`src/rtl/dvru_pkg.sv`:
```
// ----------------------------------------------------------------------------
// Route update package
// Shared types and constants for the distance-vector route update block.
// ----------------------------------------------------------------------------
`default_nettype none

package dvru_pkg;

  // Default sizes, handed to the top level as parameter defaults.
  localparam int unsigned TableDepthDef    = 16;
  localparam int unsigned AddrWidthDef     = 32;
  localparam int unsigned MaxInterfacesDef = 4;

  // Fixed field widths.
  localparam int unsigned CostW     = 5;
  localparam int unsigned CfgIdxW   = 3;
  localparam int unsigned CfgDataW  = 32;
  localparam int unsigned IfCountW  = 3;

  // Route costs.
  localparam logic [CostW-1:0] InfCost  = 5'd16;
  localparam logic [CostW-1:0] LinkCost = 5'd1;
  localparam logic [CostW-1:0] NullCost = 5'd0;

  // Configuration register indices.
  localparam logic [CfgIdxW-1:0] CfgIfaceCount = 3'd4;
  localparam logic [CfgIdxW-1:0] CfgForced     = 3'd5;

  // Result status codes.
  typedef enum logic [1:0] {
    ST_INSERTED  = 2'd0,
    ST_UPDATED   = 2'd1,
    ST_UNCHANGED = 2'd2,
    ST_FULL      = 2'd3
  } dvru_status_e;

  // Write command broadcast to every table cell.
  typedef struct packed {
    logic ins;  // new entry: destination, next hop, interface and cost
    logic upd;  // existing entry: next hop and cost only
  } dvru_wr_t;

endpackage

`default_nettype wire

```
`src/rtl/dvru_cell.sv`:
```
// ----------------------------------------------------------------------------
// Route table cell
// Holds one route entry, compares it with the query and merges its entry into
// the search chain passed on to the next cell.
// ----------------------------------------------------------------------------
`default_nettype none

module dvru_cell
  import dvru_pkg::*;
#(
  parameter int unsigned ADDR_WIDTH = AddrWidthDef,
  parameter int unsigned IDX_W      = 4,
  parameter int unsigned CNT_W      = 5,
  parameter int unsigned CELL_IDX   = 0
) (
  input  wire logic                  clk_i,
  input  wire logic [ADDR_WIDTH-1:0] query_dest_i,
  input  wire logic [CNT_W-1:0]      fill_cnt_i,
  input  wire dvru_wr_t              wr_i,
  input  wire logic [IDX_W-1:0]      wr_idx_i,
  input  wire logic [ADDR_WIDTH-1:0] wr_dest_i,
  input  wire logic [ADDR_WIDTH-1:0] wr_nh_i,
  input  wire logic [ADDR_WIDTH-1:0] wr_ifc_i,
  input  wire logic [CostW-1:0]      wr_cost_i,
  input  wire logic                  hit_i,
  input  wire logic [IDX_W-1:0]      idx_i,
  input  wire logic [CostW-1:0]      cost_i,
  input  wire logic [ADDR_WIDTH-1:0] nh_i,
  input  wire logic [ADDR_WIDTH-1:0] ifc_i,
  output logic                       hit_o,
  output logic [IDX_W-1:0]           idx_o,
  output logic [CostW-1:0]           cost_o,
  output logic [ADDR_WIDTH-1:0]      nh_o,
  output logic [ADDR_WIDTH-1:0]      ifc_o
);

  logic [ADDR_WIDTH-1:0] dest_q;
  logic [ADDR_WIDTH-1:0] nh_q;
  logic [ADDR_WIDTH-1:0] ifc_q;
  logic [CostW-1:0]      cost_q;
  logic                  live;
  logic                  match;
  logic                  sel;

  // The entry is only meaningful once the fill count has passed this slot.
  assign live  = fill_cnt_i > CNT_W'(CELL_IDX);
  assign match = live && (dest_q == query_dest_i);
  assign sel   = wr_idx_i == IDX_W'(CELL_IDX);

  // Entry storage, written by the broadcast command when this slot is chosen.
  always_ff @(posedge clk_i) begin
    if (wr_i.ins && sel) begin
      dest_q <= wr_dest_i;
      ifc_q  <= wr_ifc_i;
    end
    if ((wr_i.ins || wr_i.upd) && sel) begin
      nh_q   <= wr_nh_i;
      cost_q <= wr_cost_i;
    end
  end

  // Search chain: a matching entry replaces what came from the left.
  always_comb begin
    hit_o  = hit_i || match;
    idx_o  = match ? IDX_W'(CELL_IDX) : idx_i;
    cost_o = match ? cost_q : cost_i;
    nh_o   = match ? nh_q : nh_i;
    ifc_o  = match ? ifc_q : ifc_i;
  end

endmodule

`default_nettype wire

```
`src/rtl/distance_vector_route_update.sv`:
```
// Each accepted item is held in the query register while the chain of table
// cells is searched; the entry is written back and the result is registered
// when the item is resolved. No new item is taken until the held one is resolved.
// Results wait in an output register; a stalled result delays the next item.
// Reset clears the fill count, the configuration and the handshakes; table
// cells are not cleared, as only slots below the fill count are ever read.
// ----------------------------------------------------------------------------
// Distance-vector route update
// Searches a chain of route cells for an advertised destination, then inserts,
// updates or keeps the entry and reports the route held afterwards.
// ----------------------------------------------------------------------------
`default_nettype none

module distance_vector_route_update
  import dvru_pkg::*;
#(
  parameter int unsigned TABLE_DEPTH    = TableDepthDef,
  parameter int unsigned ADDR_WIDTH     = AddrWidthDef,
  parameter int unsigned MAX_INTERFACES = MaxInterfacesDef,
  localparam int unsigned IdxW = $clog2(TABLE_DEPTH),
  localparam int unsigned CntW = $clog2(TABLE_DEPTH + 1)
) (
  input  wire logic                  clk_i,
  input  wire logic                  rst_ni,
  // Configuration write channel
  input  wire logic                  cfg_valid_i,
  output logic                       cfg_ready_o,
  input  wire logic [CfgIdxW-1:0]    cfg_index_i,
  input  wire logic [CfgDataW-1:0]   cfg_data_i,
  // Advertisement channel
  input  wire logic                  in_valid_i,
  output logic                       in_stall_o,
  input  wire logic [ADDR_WIDTH-1:0] dest_addr_i,
  input  wire logic [CostW-1:0]      adv_cost_i,
  input  wire logic [ADDR_WIDTH-1:0] sender_addr_i,
  input  wire logic [ADDR_WIDTH-1:0] arrival_iface_addr_i,
  // Result channel
  output logic                       out_valid_o,
  input  wire logic                  out_stall_i,
  output logic [1:0]                 status_o,
  output logic [IdxW-1:0]            entry_index_o,
  output logic [CostW-1:0]           route_cost_o,
  output logic [ADDR_WIDTH-1:0]      route_next_hop_o,
  output logic [ADDR_WIDTH-1:0]      route_interface_o
);

  // Configuration registers.
  logic [ADDR_WIDTH-1:0] iface_q [MAX_INTERFACES];
  logic [IfCountW-1:0]   iface_cnt_q;
  logic                  forced_q;
  logic [ADDR_WIDTH-1:0] cfg_addr;

  // Query and control.
  logic                  busy_q, busy_d;
  logic                  in_xfer;
  logic                  proc;
  logic [ADDR_WIDTH-1:0] q_dest_q, q_from_q, q_arr_q;
  logic [CostW-1:0]      q_adv_q;
  logic [CntW-1:0]       fill_q, fill_d;

  // Search chain between cells.
  logic                  ch_hit  [TABLE_DEPTH+1];
  logic [IdxW-1:0]       ch_idx  [TABLE_DEPTH+1];
  logic [CostW-1:0]      ch_cost [TABLE_DEPTH+1];
  logic [ADDR_WIDTH-1:0] ch_nh   [TABLE_DEPTH+1];
  logic [ADDR_WIDTH-1:0] ch_ifc  [TABLE_DEPTH+1];

  // Decision and write-back.
  logic                  is_local;
  logic                  hit;
  logic                  full;
  logic                  take;
  logic [CostW:0]        adv_inc;
  logic [CostW-1:0]      hop;
  logic [CostW-1:0]      ins_cost;
  dvru_wr_t              wr;
  logic [IdxW-1:0]       wr_idx;
  logic [CostW-1:0]      wr_cost;

  // Result register.
  logic                  out_valid_q, out_valid_d;
  dvru_status_e          st_q, st_d;
  logic [IdxW-1:0]       idx_q, idx_d;
  logic [CostW-1:0]      cost_q, cost_d;
  logic [ADDR_WIDTH-1:0] nh_q, nh_d;
  logic [ADDR_WIDTH-1:0] ifc_q, ifc_d;

  // Configuration writes are always taken.
  assign cfg_ready_o = 1'b1;
  assign cfg_addr    = ADDR_WIDTH'(cfg_data_i);

  always_ff @(posedge clk_i or negedge rst_ni) begin
    if (!rst_ni) begin
      for (int k = 0; k < MAX_INTERFACES; k++) begin
        iface_q[k] <= '0;
      end
      iface_cnt_q <= '0;
      forced_q    <= 1'b0;
    end else if (cfg_valid_i) begin
      for (int k = 0; k < MAX_INTERFACES; k++) begin
        if (cfg_index_i == CfgIdxW'(k)) begin
          iface_q[k] <= cfg_addr;
        end
      end
      if (cfg_index_i == CfgIfaceCount) begin
        iface_cnt_q <= cfg_data_i[IfCountW-1:0];
      end
      if (cfg_index_i == CfgForced) begin
        forced_q <= cfg_data_i[0];
      end
    end
  end

  // Handshake: one item is held in the query register until it is resolved.
  assign in_stall_o = busy_q;
  assign in_xfer    = in_valid_i && !busy_q;
  assign proc       = busy_q && (!out_valid_q || !out_stall_i);
  assign busy_d     = in_xfer ? 1'b1 : (proc ? 1'b0 : busy_q);

  always_ff @(posedge clk_i or negedge rst_ni) begin
    if (!rst_ni) begin
      busy_q <= 1'b0;
      fill_q <= '0;
    end else begin
      busy_q <= busy_d;
      fill_q <= fill_d;
    end
  end

  always_ff @(posedge clk_i) begin
    if (in_xfer) begin
      q_dest_q <= dest_addr_i;
      q_adv_q  <= adv_cost_i;
      q_from_q <= sender_addr_i;
      q_arr_q  <= arrival_iface_addr_i;
    end
  end

  // Row of table cells; the chain enters empty at the left end.
  assign ch_hit[0]  = 1'b0;
  assign ch_idx[0]  = '0;
  assign ch_cost[0] = '0;
  assign ch_nh[0]   = '0;
  assign ch_ifc[0]  = '0;

  for (genvar c = 0; c < TABLE_DEPTH; c++) begin : g_cell
    dvru_cell #(
      .ADDR_WIDTH (ADDR_WIDTH),
      .IDX_W      (IdxW),
      .CNT_W      (CntW),
      .CELL_IDX   (c)
    ) u_cell (
      .clk_i        (clk_i),
      .query_dest_i (q_dest_q),
      .fill_cnt_i   (fill_q),
      .wr_i         (wr),
      .wr_idx_i     (wr_idx),
      .wr_dest_i    (q_dest_q),
      .wr_nh_i      (q_from_q),
      .wr_ifc_i     (q_arr_q),
      .wr_cost_i    (wr_cost),
      .hit_i        (ch_hit[c]),
      .idx_i        (ch_idx[c]),
      .cost_i       (ch_cost[c]),
      .nh_i         (ch_nh[c]),
      .ifc_i        (ch_ifc[c]),
      .hit_o        (ch_hit[c+1]),
      .idx_o        (ch_idx[c+1]),
      .cost_o       (ch_cost[c+1]),
      .nh_o         (ch_nh[c+1]),
      .ifc_o        (ch_ifc[c+1])
    );
  end

  // Local interface check: only the first iface_count registers are active.
  always_comb begin
    is_local = 1'b0;
    for (int k = 0; k < MAX_INTERFACES; k++) begin
      if ((IfCountW'(k) < iface_cnt_q) && (iface_q[k] == q_dest_q)) begin
        is_local = 1'b1;
      end
    end
  end

  // Cost arithmetic: advertised cost plus one link, saturated at infinity.
  assign adv_inc  = {1'b0, q_adv_q} + {1'b0, LinkCost};
  assign hop      = (adv_inc > {1'b0, InfCost}) ? InfCost : adv_inc[CostW-1:0];
  assign ins_cost = (q_from_q == q_dest_q) ? LinkCost : hop;

  assign hit  = ch_hit[TABLE_DEPTH];
  assign full = fill_q == CntW'(TABLE_DEPTH);
  assign take = forced_q || ({1'b0, ch_cost[TABLE_DEPTH]} > adv_inc);

  // Decision, table write-back and the result to be registered.
  always_comb begin
    wr.ins  = 1'b0;
    wr.upd  = 1'b0;
    wr_idx  = fill_q[IdxW-1:0];
    wr_cost = ins_cost;
    fill_d  = fill_q;
    st_d    = ST_UNCHANGED;
    idx_d   = '0;
    cost_d  = NullCost;
    nh_d    = q_dest_q;
    ifc_d   = q_dest_q;
    if (is_local) begin
      // Permanent cost-zero route; defaults above already describe it.
    end else if (hit) begin
      wr_idx = ch_idx[TABLE_DEPTH];
      idx_d  = ch_idx[TABLE_DEPTH];
      ifc_d  = ch_ifc[TABLE_DEPTH];
      if (take) begin
        wr.upd  = proc;
        wr_cost = hop;
        st_d    = ST_UPDATED;
        cost_d  = hop;
        nh_d    = q_from_q;
      end else begin
        cost_d = ch_cost[TABLE_DEPTH];
        nh_d   = ch_nh[TABLE_DEPTH];
      end
    end else if (full) begin
      st_d   = ST_FULL;
      cost_d = InfCost;
      nh_d   = '0;
      ifc_d  = '0;
    end else begin
      wr.ins = proc;
      st_d   = ST_INSERTED;
      idx_d  = fill_q[IdxW-1:0];
      cost_d = ins_cost;
      nh_d   = q_from_q;
      ifc_d  = q_arr_q;
      if (proc) begin
        fill_d = fill_q + CntW'(1);
      end
    end
  end

  // Output register: a result stays until it is transferred.
  assign out_valid_d = proc || (out_valid_q && out_stall_i);

  always_ff @(posedge clk_i or negedge rst_ni) begin
    if (!rst_ni) begin
      out_valid_q <= 1'b0;
    end else begin
      out_valid_q <= out_valid_d;
    end
  end

  always_ff @(posedge clk_i) begin
    if (proc) begin
      st_q   <= st_d;
      idx_q  <= idx_d;
      cost_q <= cost_d;
      nh_q   <= nh_d;
      ifc_q  <= ifc_d;
    end
  end

  assign out_valid_o       = out_valid_q;
  assign status_o          = st_q;
  assign entry_index_o     = idx_q;
  assign route_cost_o      = cost_q;
  assign route_next_hop_o  = nh_q;
  assign route_interface_o = ifc_q;

`ifndef SYNTHESIS
  // The fill count never runs past the table.
  a_fill_bound : assert property (@(posedge clk_i) disable iff (!rst_ni)
    fill_q <= CntW'(TABLE_DEPTH))
    else $error("fill count beyond table depth");

  // The fill count moves only when an item is resolved.
  a_fill_hold : assert property (@(posedge clk_i) disable iff (!rst_ni)
    !proc |=> $stable(fill_q))
    else $error("fill count changed without an item");

  // An accepted item occupies the query register in the next cycle.
  a_busy_after_xfer : assert property (@(posedge clk_i) disable iff (!rst_ni)
    in_xfer |=> busy_q)
    else $error("query register not held after transfer");

  // A table-full result is only reported when every slot is in use.
  a_full_status : assert property (@(posedge clk_i) disable iff (!rst_ni)
    (out_valid_q && (st_q == ST_FULL)) |-> full)
    else $error("table full reported with free slots");
`endif

endmodule

`default_nettype wire
```
`config.mk`:
```
export PLATFORM = sky130hd
export DESIGN_NAME = distance_vector_route_update
export DESIGN_NICKNAME = d
export VERILOG_FILES = /design/src/rtl/dvru_pkg.sv /design/src/rtl/dvru_cell.sv /design/src/rtl/distance_vector_route_update.sv
export SDC_FILE = /design/constraint.sdc
export NUM_CORES = 2
export LEC_CHECK = 0
export BUFFER_PORTS_ARGS = -buffer_cell sky130_fd_sc_hd__buf_2
export CAP_MARGIN = 25
export CORE_MARGIN = 4
export CORE_UTILIZATION = 45
export DETAILED_ROUTE_END_ITERATION = 16
export GPL_TIMING_DRIVEN = 1
export HOLD_SLACK_MARGIN = 0.06
export PLACE_DENSITY = 0.62
export RECOVER_POWER = 25
export SKIP_LAST_GASP = 1
export SLEW_MARGIN = 30
export SYNTH_ARGS = -nofsm -noshare
export SYNTH_HDL_FRONTEND = slang
export SYNTH_SLANG_ARGS = --single-unit
```
`constraint.sdc`:
```
create_clock -name clk_i -period 28.1 [get_ports clk_i]
set_input_delay 4.215 -clock clk_i [delete_from_list [all_inputs] [get_ports clk_i]]
set_output_delay 4.215 -clock clk_i [all_outputs]
set_load 0.03 [all_outputs]
```
=== Word level (Yosys, flattened, before mapping) ===
Cells that the tools add are included.

* Register bits: 1,931
* Bits in latches: 0
* Bits in writable memories: 0
* ROM bits: 0
* Bits of input ports: 141
* Logic and storage cells: 334
* Memories: 0

* Add/sub/neg operators: 2
* $mul: 0
* Divide/modulo/power cells: 0
* Magnitude comparators: 22
* Equality and inequality tests: 42
* Shift operators: 0
* Multiplexer cells: 96
* Bitwise logic cells: 3
* Reductions and logical operators: 87

{| class="wikitable"
|+ Operator list
! kind !! number
|-
| $mux 32 || 39
|-
| $eq 32x32->1 || 21
|-
| $mux 5 || 24
|-
| $logic_and 1x1->1 || 55
|-
| $mux 4 || 12
|-
| $gt 5x4->1 const B || 8
|-
| $eq 4x4->1 const B || 8
|-
| $gt 5x3->1 const B || 4
|-
| $logic_or 1x1->1 || 19
|-
| $eq 4x3->1 const B || 4
|-
| $mux 2 || 6
|-
| $mux 3 || 4
|-
| $reduce_and 2->1 || 6
|-
| $mux 1 || 11
|-
| $gt 5x1->1 const B || 2
|-
| $gt 5x2->1 const B || 2
|-
| $eq 4x2->1 const B || 2
|-
| $add 5x1->6 const B || 1
|-
| $eq 3x2->1 const B || 2
|-
| $eq 3x3->1 const B || 2
|-
| $gt 5x6->1 || 1
|-
| $gt 6x5->1 const B || 1
|-
| $lt 1x3->1 const A || 2
|-
| $lt 2x3->1 const A || 2
|-
| other kinds (10) || 14
|}

=== Depth between registers and ports, before layout ===
* Word-level depth: 25
* Mapped depth: 25
* Gate-level depth less buffers: 20

=== Hierarchy ===
From an unflattened synthesis, not the netlist that was laid out.

* Cells, all modules: 4,743
* Area total of the unflattened synthesis: 85,175.4 sq um

{| class="wikitable"
|+ Modules (own cells, without submodules)
! module !! instances !! cells an instance !! area an instance (sq um) !! sequential area each (sq um)
|-
| distance_vector_route_update || 1 || 1,052 || 14,277.4 || 8,763.4
|-
| dvru_cell at g_cell[13].u_cell || 1 || 230 || 4,516.8 || 3,032.9
|-
| dvru_cell at g_cell[2].u_cell || 1 || 230 || 4,515.6 || 3,032.9
|-
| dvru_cell at g_cell[10].u_cell || 1 || 231 || 4,511.8 || 3,032.9
|-
| dvru_cell at g_cell[14].u_cell || 1 || 230 || 4,510.6 || 3,032.9
|-
| dvru_cell at g_cell[8].u_cell || 1 || 231 || 4,509.3 || 3,032.9
|-
| dvru_cell at g_cell[6].u_cell || 1 || 230 || 4,508.1 || 3,032.9
|-
| dvru_cell at g_cell[12].u_cell || 1 || 231 || 4,505.6 || 3,032.9
|-
| dvru_cell at g_cell[9].u_cell || 1 || 230 || 4,504.3 || 3,032.9
|-
| dvru_cell at g_cell[15].u_cell || 1 || 232 || 4,500.6 || 3,032.9
|-
| dvru_cell at g_cell[0].u_cell || 1 || 230 || 4,486.8 || 3,032.9
|-
| dvru_cell at g_cell[4].u_cell || 1 || 231 || 4,309.1 || 3,032.9
|-
| dvru_cell at g_cell[5].u_cell || 1 || 231 || 4,307.9 || 3,032.9
|-
| dvru_cell at g_cell[1].u_cell || 1 || 231 || 4,305.4 || 3,032.9
|-
| 3 more rows || n/a || n/a || n/a || n/a
|}

=== Least setup slack after synthesis ===
OpenSTA, ideal clock, no wires.

* Path type: in2reg
* Start: input out_stall_i
* End: register g_cell[9].u_cell.dest_q[0] (enable)
* Library setup time: 0.578 ns
* Data arrival time: 15.829 ns
* Data required time: 27.522 ns
* Setup slack: 11.693 ns
* Stages: 5
* Path buffers: 0
* Cells stage by stage: a21boi_0 -> nand3_1 -> nor3_2 -> nand3_1 -> nor3b_1

* Cells in the longest elaborated chain, start to end: 7

{| class="wikitable"
|+ Ends and longest elaborated chain
! item !! line !! text
|-
| start: declaration || distance_vector_route_update.sv:39 || <nowiki>input wire logic out_stall_i,</nowiki>
|-
| $logic_not 1->1 || distance_vector_route_update.sv:117 || <nowiki>assign proc = busy_q && (!out_valid_q || !out_stall_i);</nowiki>
|-
| $logic_or 1x1->1 || distance_vector_route_update.sv:117 ||
|-
| $logic_and 1x1->1 || distance_vector_route_update.sv:117 ||
|-
| $mux 1 || distance_vector_route_update.sv:222 || <nowiki>end else if (full) begin</nowiki>
|-
| $mux 1 || distance_vector_route_update.sv:208 || <nowiki>end else if (hit) begin</nowiki>
|-
| $mux 2 || distance_vector_route_update.sv:206 || <nowiki>if (is_local) begin</nowiki>
|-
| $logic_and 1x1->1 || dvru_cell.sv:52 || <nowiki>if (wr_i.ins && sel) begin</nowiki>
|-
| end signal: assignment || dvru_cell.sv:53 || <nowiki>dest_q <= wr_dest_i;</nowiki>
|-
| end: declaration || dvru_cell.sv:37 || <nowiki>logic [ADDR_WIDTH-1:0] dest_q;</nowiki>
|}

No other way between the ends.
A chain may end at the register's enable or synchronous reset.

=== Worst setup path in the final report ===
* Start: register q_dest_q[23]
* End: register g_cell[14].u_cell.nh_q[6] (enable)

* Cells in the longest elaborated chain, start to end: 25
* Elaborated cells between the ends (all ways): 101

{| class="wikitable"
|+ Ends and longest elaborated chain
! item !! line !! text
|-
| start: declaration || distance_vector_route_update.sv:57 || <nowiki>logic [ADDR_WIDTH-1:0] q_dest_q, q_from_q, q_arr_q;</nowiki>
|-
| start signal: assignment || distance_vector_route_update.sv:132 || <nowiki>q_dest_q <= dest_addr_i;</nowiki>
|-
| $eq 32x32->1 || dvru_cell.sv:47 || <nowiki>assign match = live && (dest_q == query_dest_i);</nowiki>
|-
| $logic_and 1x1->1 || dvru_cell.sv:47 ||
|-
| $mux 5 (16 in a row) || dvru_cell.sv:66 || <nowiki>cost_o = match ? cost_q : cost_i;</nowiki>
|-
| $gt 5x6->1 || distance_vector_route_update.sv:192 || <nowiki>assign take = forced_q || ({1'b0, ch_cost[TABLE_DEPTH]} > adv_inc);</nowiki>
|-
| $logic_or 1x1->1 || distance_vector_route_update.sv:192 ||
|-
| $mux 1 || distance_vector_route_update.sv:212 || <nowiki>if (take) begin</nowiki>
|-
| $mux 1 || distance_vector_route_update.sv:208 ||
|-
| $mux 2 || distance_vector_route_update.sv:206 ||
|-
| $logic_or 1x1->1 || dvru_cell.sv:56 || <nowiki>if ((wr_i.ins || wr_i.upd) && sel) begin</nowiki>
|-
| $logic_and 1x1->1 (*) || dvru_cell.sv:56 ||
|-
| end signal: assignment || dvru_cell.sv:57 || <nowiki>nh_q <= wr_nh_i;</nowiki>
|-
| end: declaration || dvru_cell.sv:38 || <nowiki>logic [ADDR_WIDTH-1:0] nh_q;</nowiki>
|}

Mark *: on every way between the ends. The rest lies on a longest branch, timed or not.

==> out/summary.txt <==
pwr dens: 80.8 mW/mm²
Final ANT Viol Nets: 0
synthesis-to-finish area growth: 13.4%
CTS root buf: clkbuf_16
largest net degree at the start of global routing: 95
crit-path cells: clkbuf_1 -> xor2_1 -> nor4_1 -> nand3_2 -> or3_1 -> buf_4 -> a21boi_1 -> a21o_1 -> a311oi_1 -> o21ai_0 -> a221oi_1 -> ha_1 -> o21a_1 -> o21a_1 -> o21ai_0 -> a21oi_1 -> nor2_1 -> a21oi_4 -> buf_4 -> o2111ai_1 -> nor3_2 -> buf_4
clk sinks: 1931
post-layout util: 51.5%
area leader, netlist: edfxtp_1
Worst Clk Skew: 82.9 ps
fin cells: 8577
share of layout cells above drive strength 1: 16.4%
final net count: 6085
total global routing track utilization: 27.5%
total CTS buffers: 199
hold_buf cts: 0
Slew Limit Fails: 278
CTS clk-pin slew, worst paths: 60 ps
Core Rows: 157
kind of critical path: flop to flop
synthesized area: 0.0836 mm²
setup tns final: 0 ps
HP Start: iface_q[47]$_DFFE_PN0P_
initial antenna violation count: 23
die area: 0.193 mm²
clock buffer depth: 3
CP endpoint kind: flop
Post CTS Setup Buffer Count: 0
first-pass GRT wire length: 383000 µm
min-delay worst type: flop to flop
status: finished, violations left
hold depth: 1
Resized cells post-CTS: 0
First-pass DRT Iterations: 5
DRC viols: 0
die span in x: 439 µm
Final Hold Viols: 0
Syn Nets: 5852
Max Cap Viol: 14
CTS tree: done
VDD IR-drop max: 0.0736 mV
RD Place Congestion: 0.925
vias per inst: 6.29
Reg-to-Reg End: g_cell[14].u_cell.nh_q[6]$_DFFE_PP_
CP max-delay cell: clkbuf_1
Yosys cell types: 101
Pleak: 31.1 nW
port bufs: 217
Ports: 219
Slew HR: -42.1%
warning count from the yosys run: 0
reg2reg setup slack: 19270 ps
Crit path max-delay family: buffers and inverters
most frequent cells in the layout: 1792 x edfxtp_1, 366 x xor2_1, 302 x xnor2_1
overall routed net length: 271000 µm
Least-Margin Pin Slew: 2130 ps
CP max FO: 42
Setup Viol. Count Final: 0
height of the die: 439 µm
dpl hpwl: 172000 µm
total power: 7.65 mW
r2r startpoint: q_dest_q[23]$_DFFE_PP_
slowest stage delay, CP: 1490 ps
vias in the first global route: 52000
Fmax: 113 MHz
Post-synth top flop: edfxtp_1
grt ovf: 0
failing checks: max-capacitance violations, max-slew violations
drt initial violations: 6849
top post-synthesis cells by area: edfxtp_1 64%, dfrtp_1 4.2%, xor2_1 3.8%, xnor2_1 3.2%, nand4_1 1.9%
number of flops mapped to enable cells by yosys: 1792
initial cell density of the core: 45.4%
WP buf/inv: 4
Tmin final: 8830 ps
sequential area share after synthesis: 68.6%
worst-skew pair later-pin latency: 870 ps
share of the synthesized area in the top cell type: 64.4%
FF-to-FF path depth: 22
Inst Count DP: 8193
core area: 0.184 mm²
most used cell, CP: buf_4
most common cell after layout, fill and taps aside: edfxtp_1
Synth Register Bits: 1931
CTS H-tree lvls: 4
Post-Synthesis Cells: 5700
Crit path arrival time: 9310 ps
per-cell routed wire length: 31.6 µm
asr flop ratio synth: 7.20%
startpoint type of the worst setup path: flop
unrepaired setup endpoints after global routing: no
Required @ worst endpoint: 28570 ps
via count: 54000
Hold Path End: iface_q[47]$_DFFE_PN0P_
final period utilization: 31.4%
Mapped Avg Cell Area: 14.7 µm²
hold_ws: 526 ps
[through the flow]
step | setup WS, ps | cell area, µm²
CTS | 20430 | 94800
detailed placement | 20130 | 88000
finish | 19270 | 94700
global placement | 20160 | 87800
global route | 18850 | 94700
floorplan | 11690 | 83600
[kinds of logic (layout without fill, tap and decap cells)]
| logic type | Yosys count | after routing | synth area share [%] |
|---|---|---|---|
| buf+inv | 538 | 942 | 3.11 |
| simple gates | 1382 | 1382 | 9.44 |
| flops | 1931 | 1931 | 68.6 |
| fa+ha+maj | 11 | 11 | 0.165 |
| compound gates | 1017 | 1017 | 9.60 |
| mux | 144 | 144 | 1.95 |
| other cells | 1 | 10 | 0.00449 |
| xor+xnor | 676 | 676 | 7.16 |
[per-layer routing]
metal | track usage [%] | vias to the layer above | share of wire [%]
met3 | 5.59 | 468 | 9.3
met1 | 39.3 | 27700 | 42
met2 | 42.1 | 2757 | 46
met5 | 0 | - | 0.025
met4 | 9.10 | 12 | 3.4
li1 | - | 23000 | -
[where the power goes]
part | total [mW] | internal (mW) | switching (mW) | leakage [nW]
Combinational | 1.20 | 0.305 | 0.893 | 9.87
Clock | 2.72 | 1.55 | 1.17 | 3.27
Sequential | 3.73 | 3.57 | 0.169 | 17.9
Total | 7.65 | 5.42 | 2.23 | 31.1
[cells in the mapped netlist, types with 101 or more instances]
cell type / count
o21ai_0: 116
nand4_1: 259
clkbuf_1: 261
inv_1: 118
nand3_1: 118
mux2_2: 139
nand2_1: 193
edfxtp_1: 1792
xor2_1: 366
xnor2_1: 302
dfrtp_1: 139
a221oi_1: 101
nor4_1: 255
nor2_1: 172
[final cells by class]
cell class	instances	area, µm²
flip-flops and latches	1931	57300
clock inverters	129	1530
well taps	2464	3080
diodes	9	22.5
fillers	15400	89200
inverters	118	443
clock buffers	243	5250
repair buffers	452	2750
multi-input cells	3231	24300
[flip-flops by register name, indices dropped and copies added (netlist names), 4 cells and up]
name                  count
entry_index_o             4
fill_q                    5
g_cell.u_cell.cost_q     80
g_cell.u_cell.dest_q    512
g_cell.u_cell.ifc_q     512
g_cell.u_cell.nh_q      512
iface_q                 128
q_adv_q                   5
q_arr_q                  32
q_dest_q                 32
q_from_q                 32
route_cost_o              5
route_interface_o        32
route_next_hop_o         32
[worst max path at each step]
stage	start	end	slack, ps	cells after the start
floorplan	out_stall_i	g_cell[9].u_cell.dest_q[0]$_DFFE_PP_	11690	5
global placement	out_stall_i	g_cell[3].u_cell.ifc_q[11]$_DFFE_PP_	20160	8
detailed placement	out_stall_i	g_cell[3].u_cell.dest_q[1]$_DFFE_PP_	20130	8
CTS	q_dest_q[11]$_DFFE_PP_	g_cell[14].u_cell.nh_q[6]$_DFFE_PP_	20430	23
global route	q_dest_q[23]$_DFFE_PP_	g_cell[14].u_cell.nh_q[6]$_DFFE_PP_	18850	22
finish	q_dest_q[23]$_DFFE_PP_	g_cell[14].u_cell.nh_q[6]$_DFFE_PP_	19270	22
(Power assumes the default switching activity.)
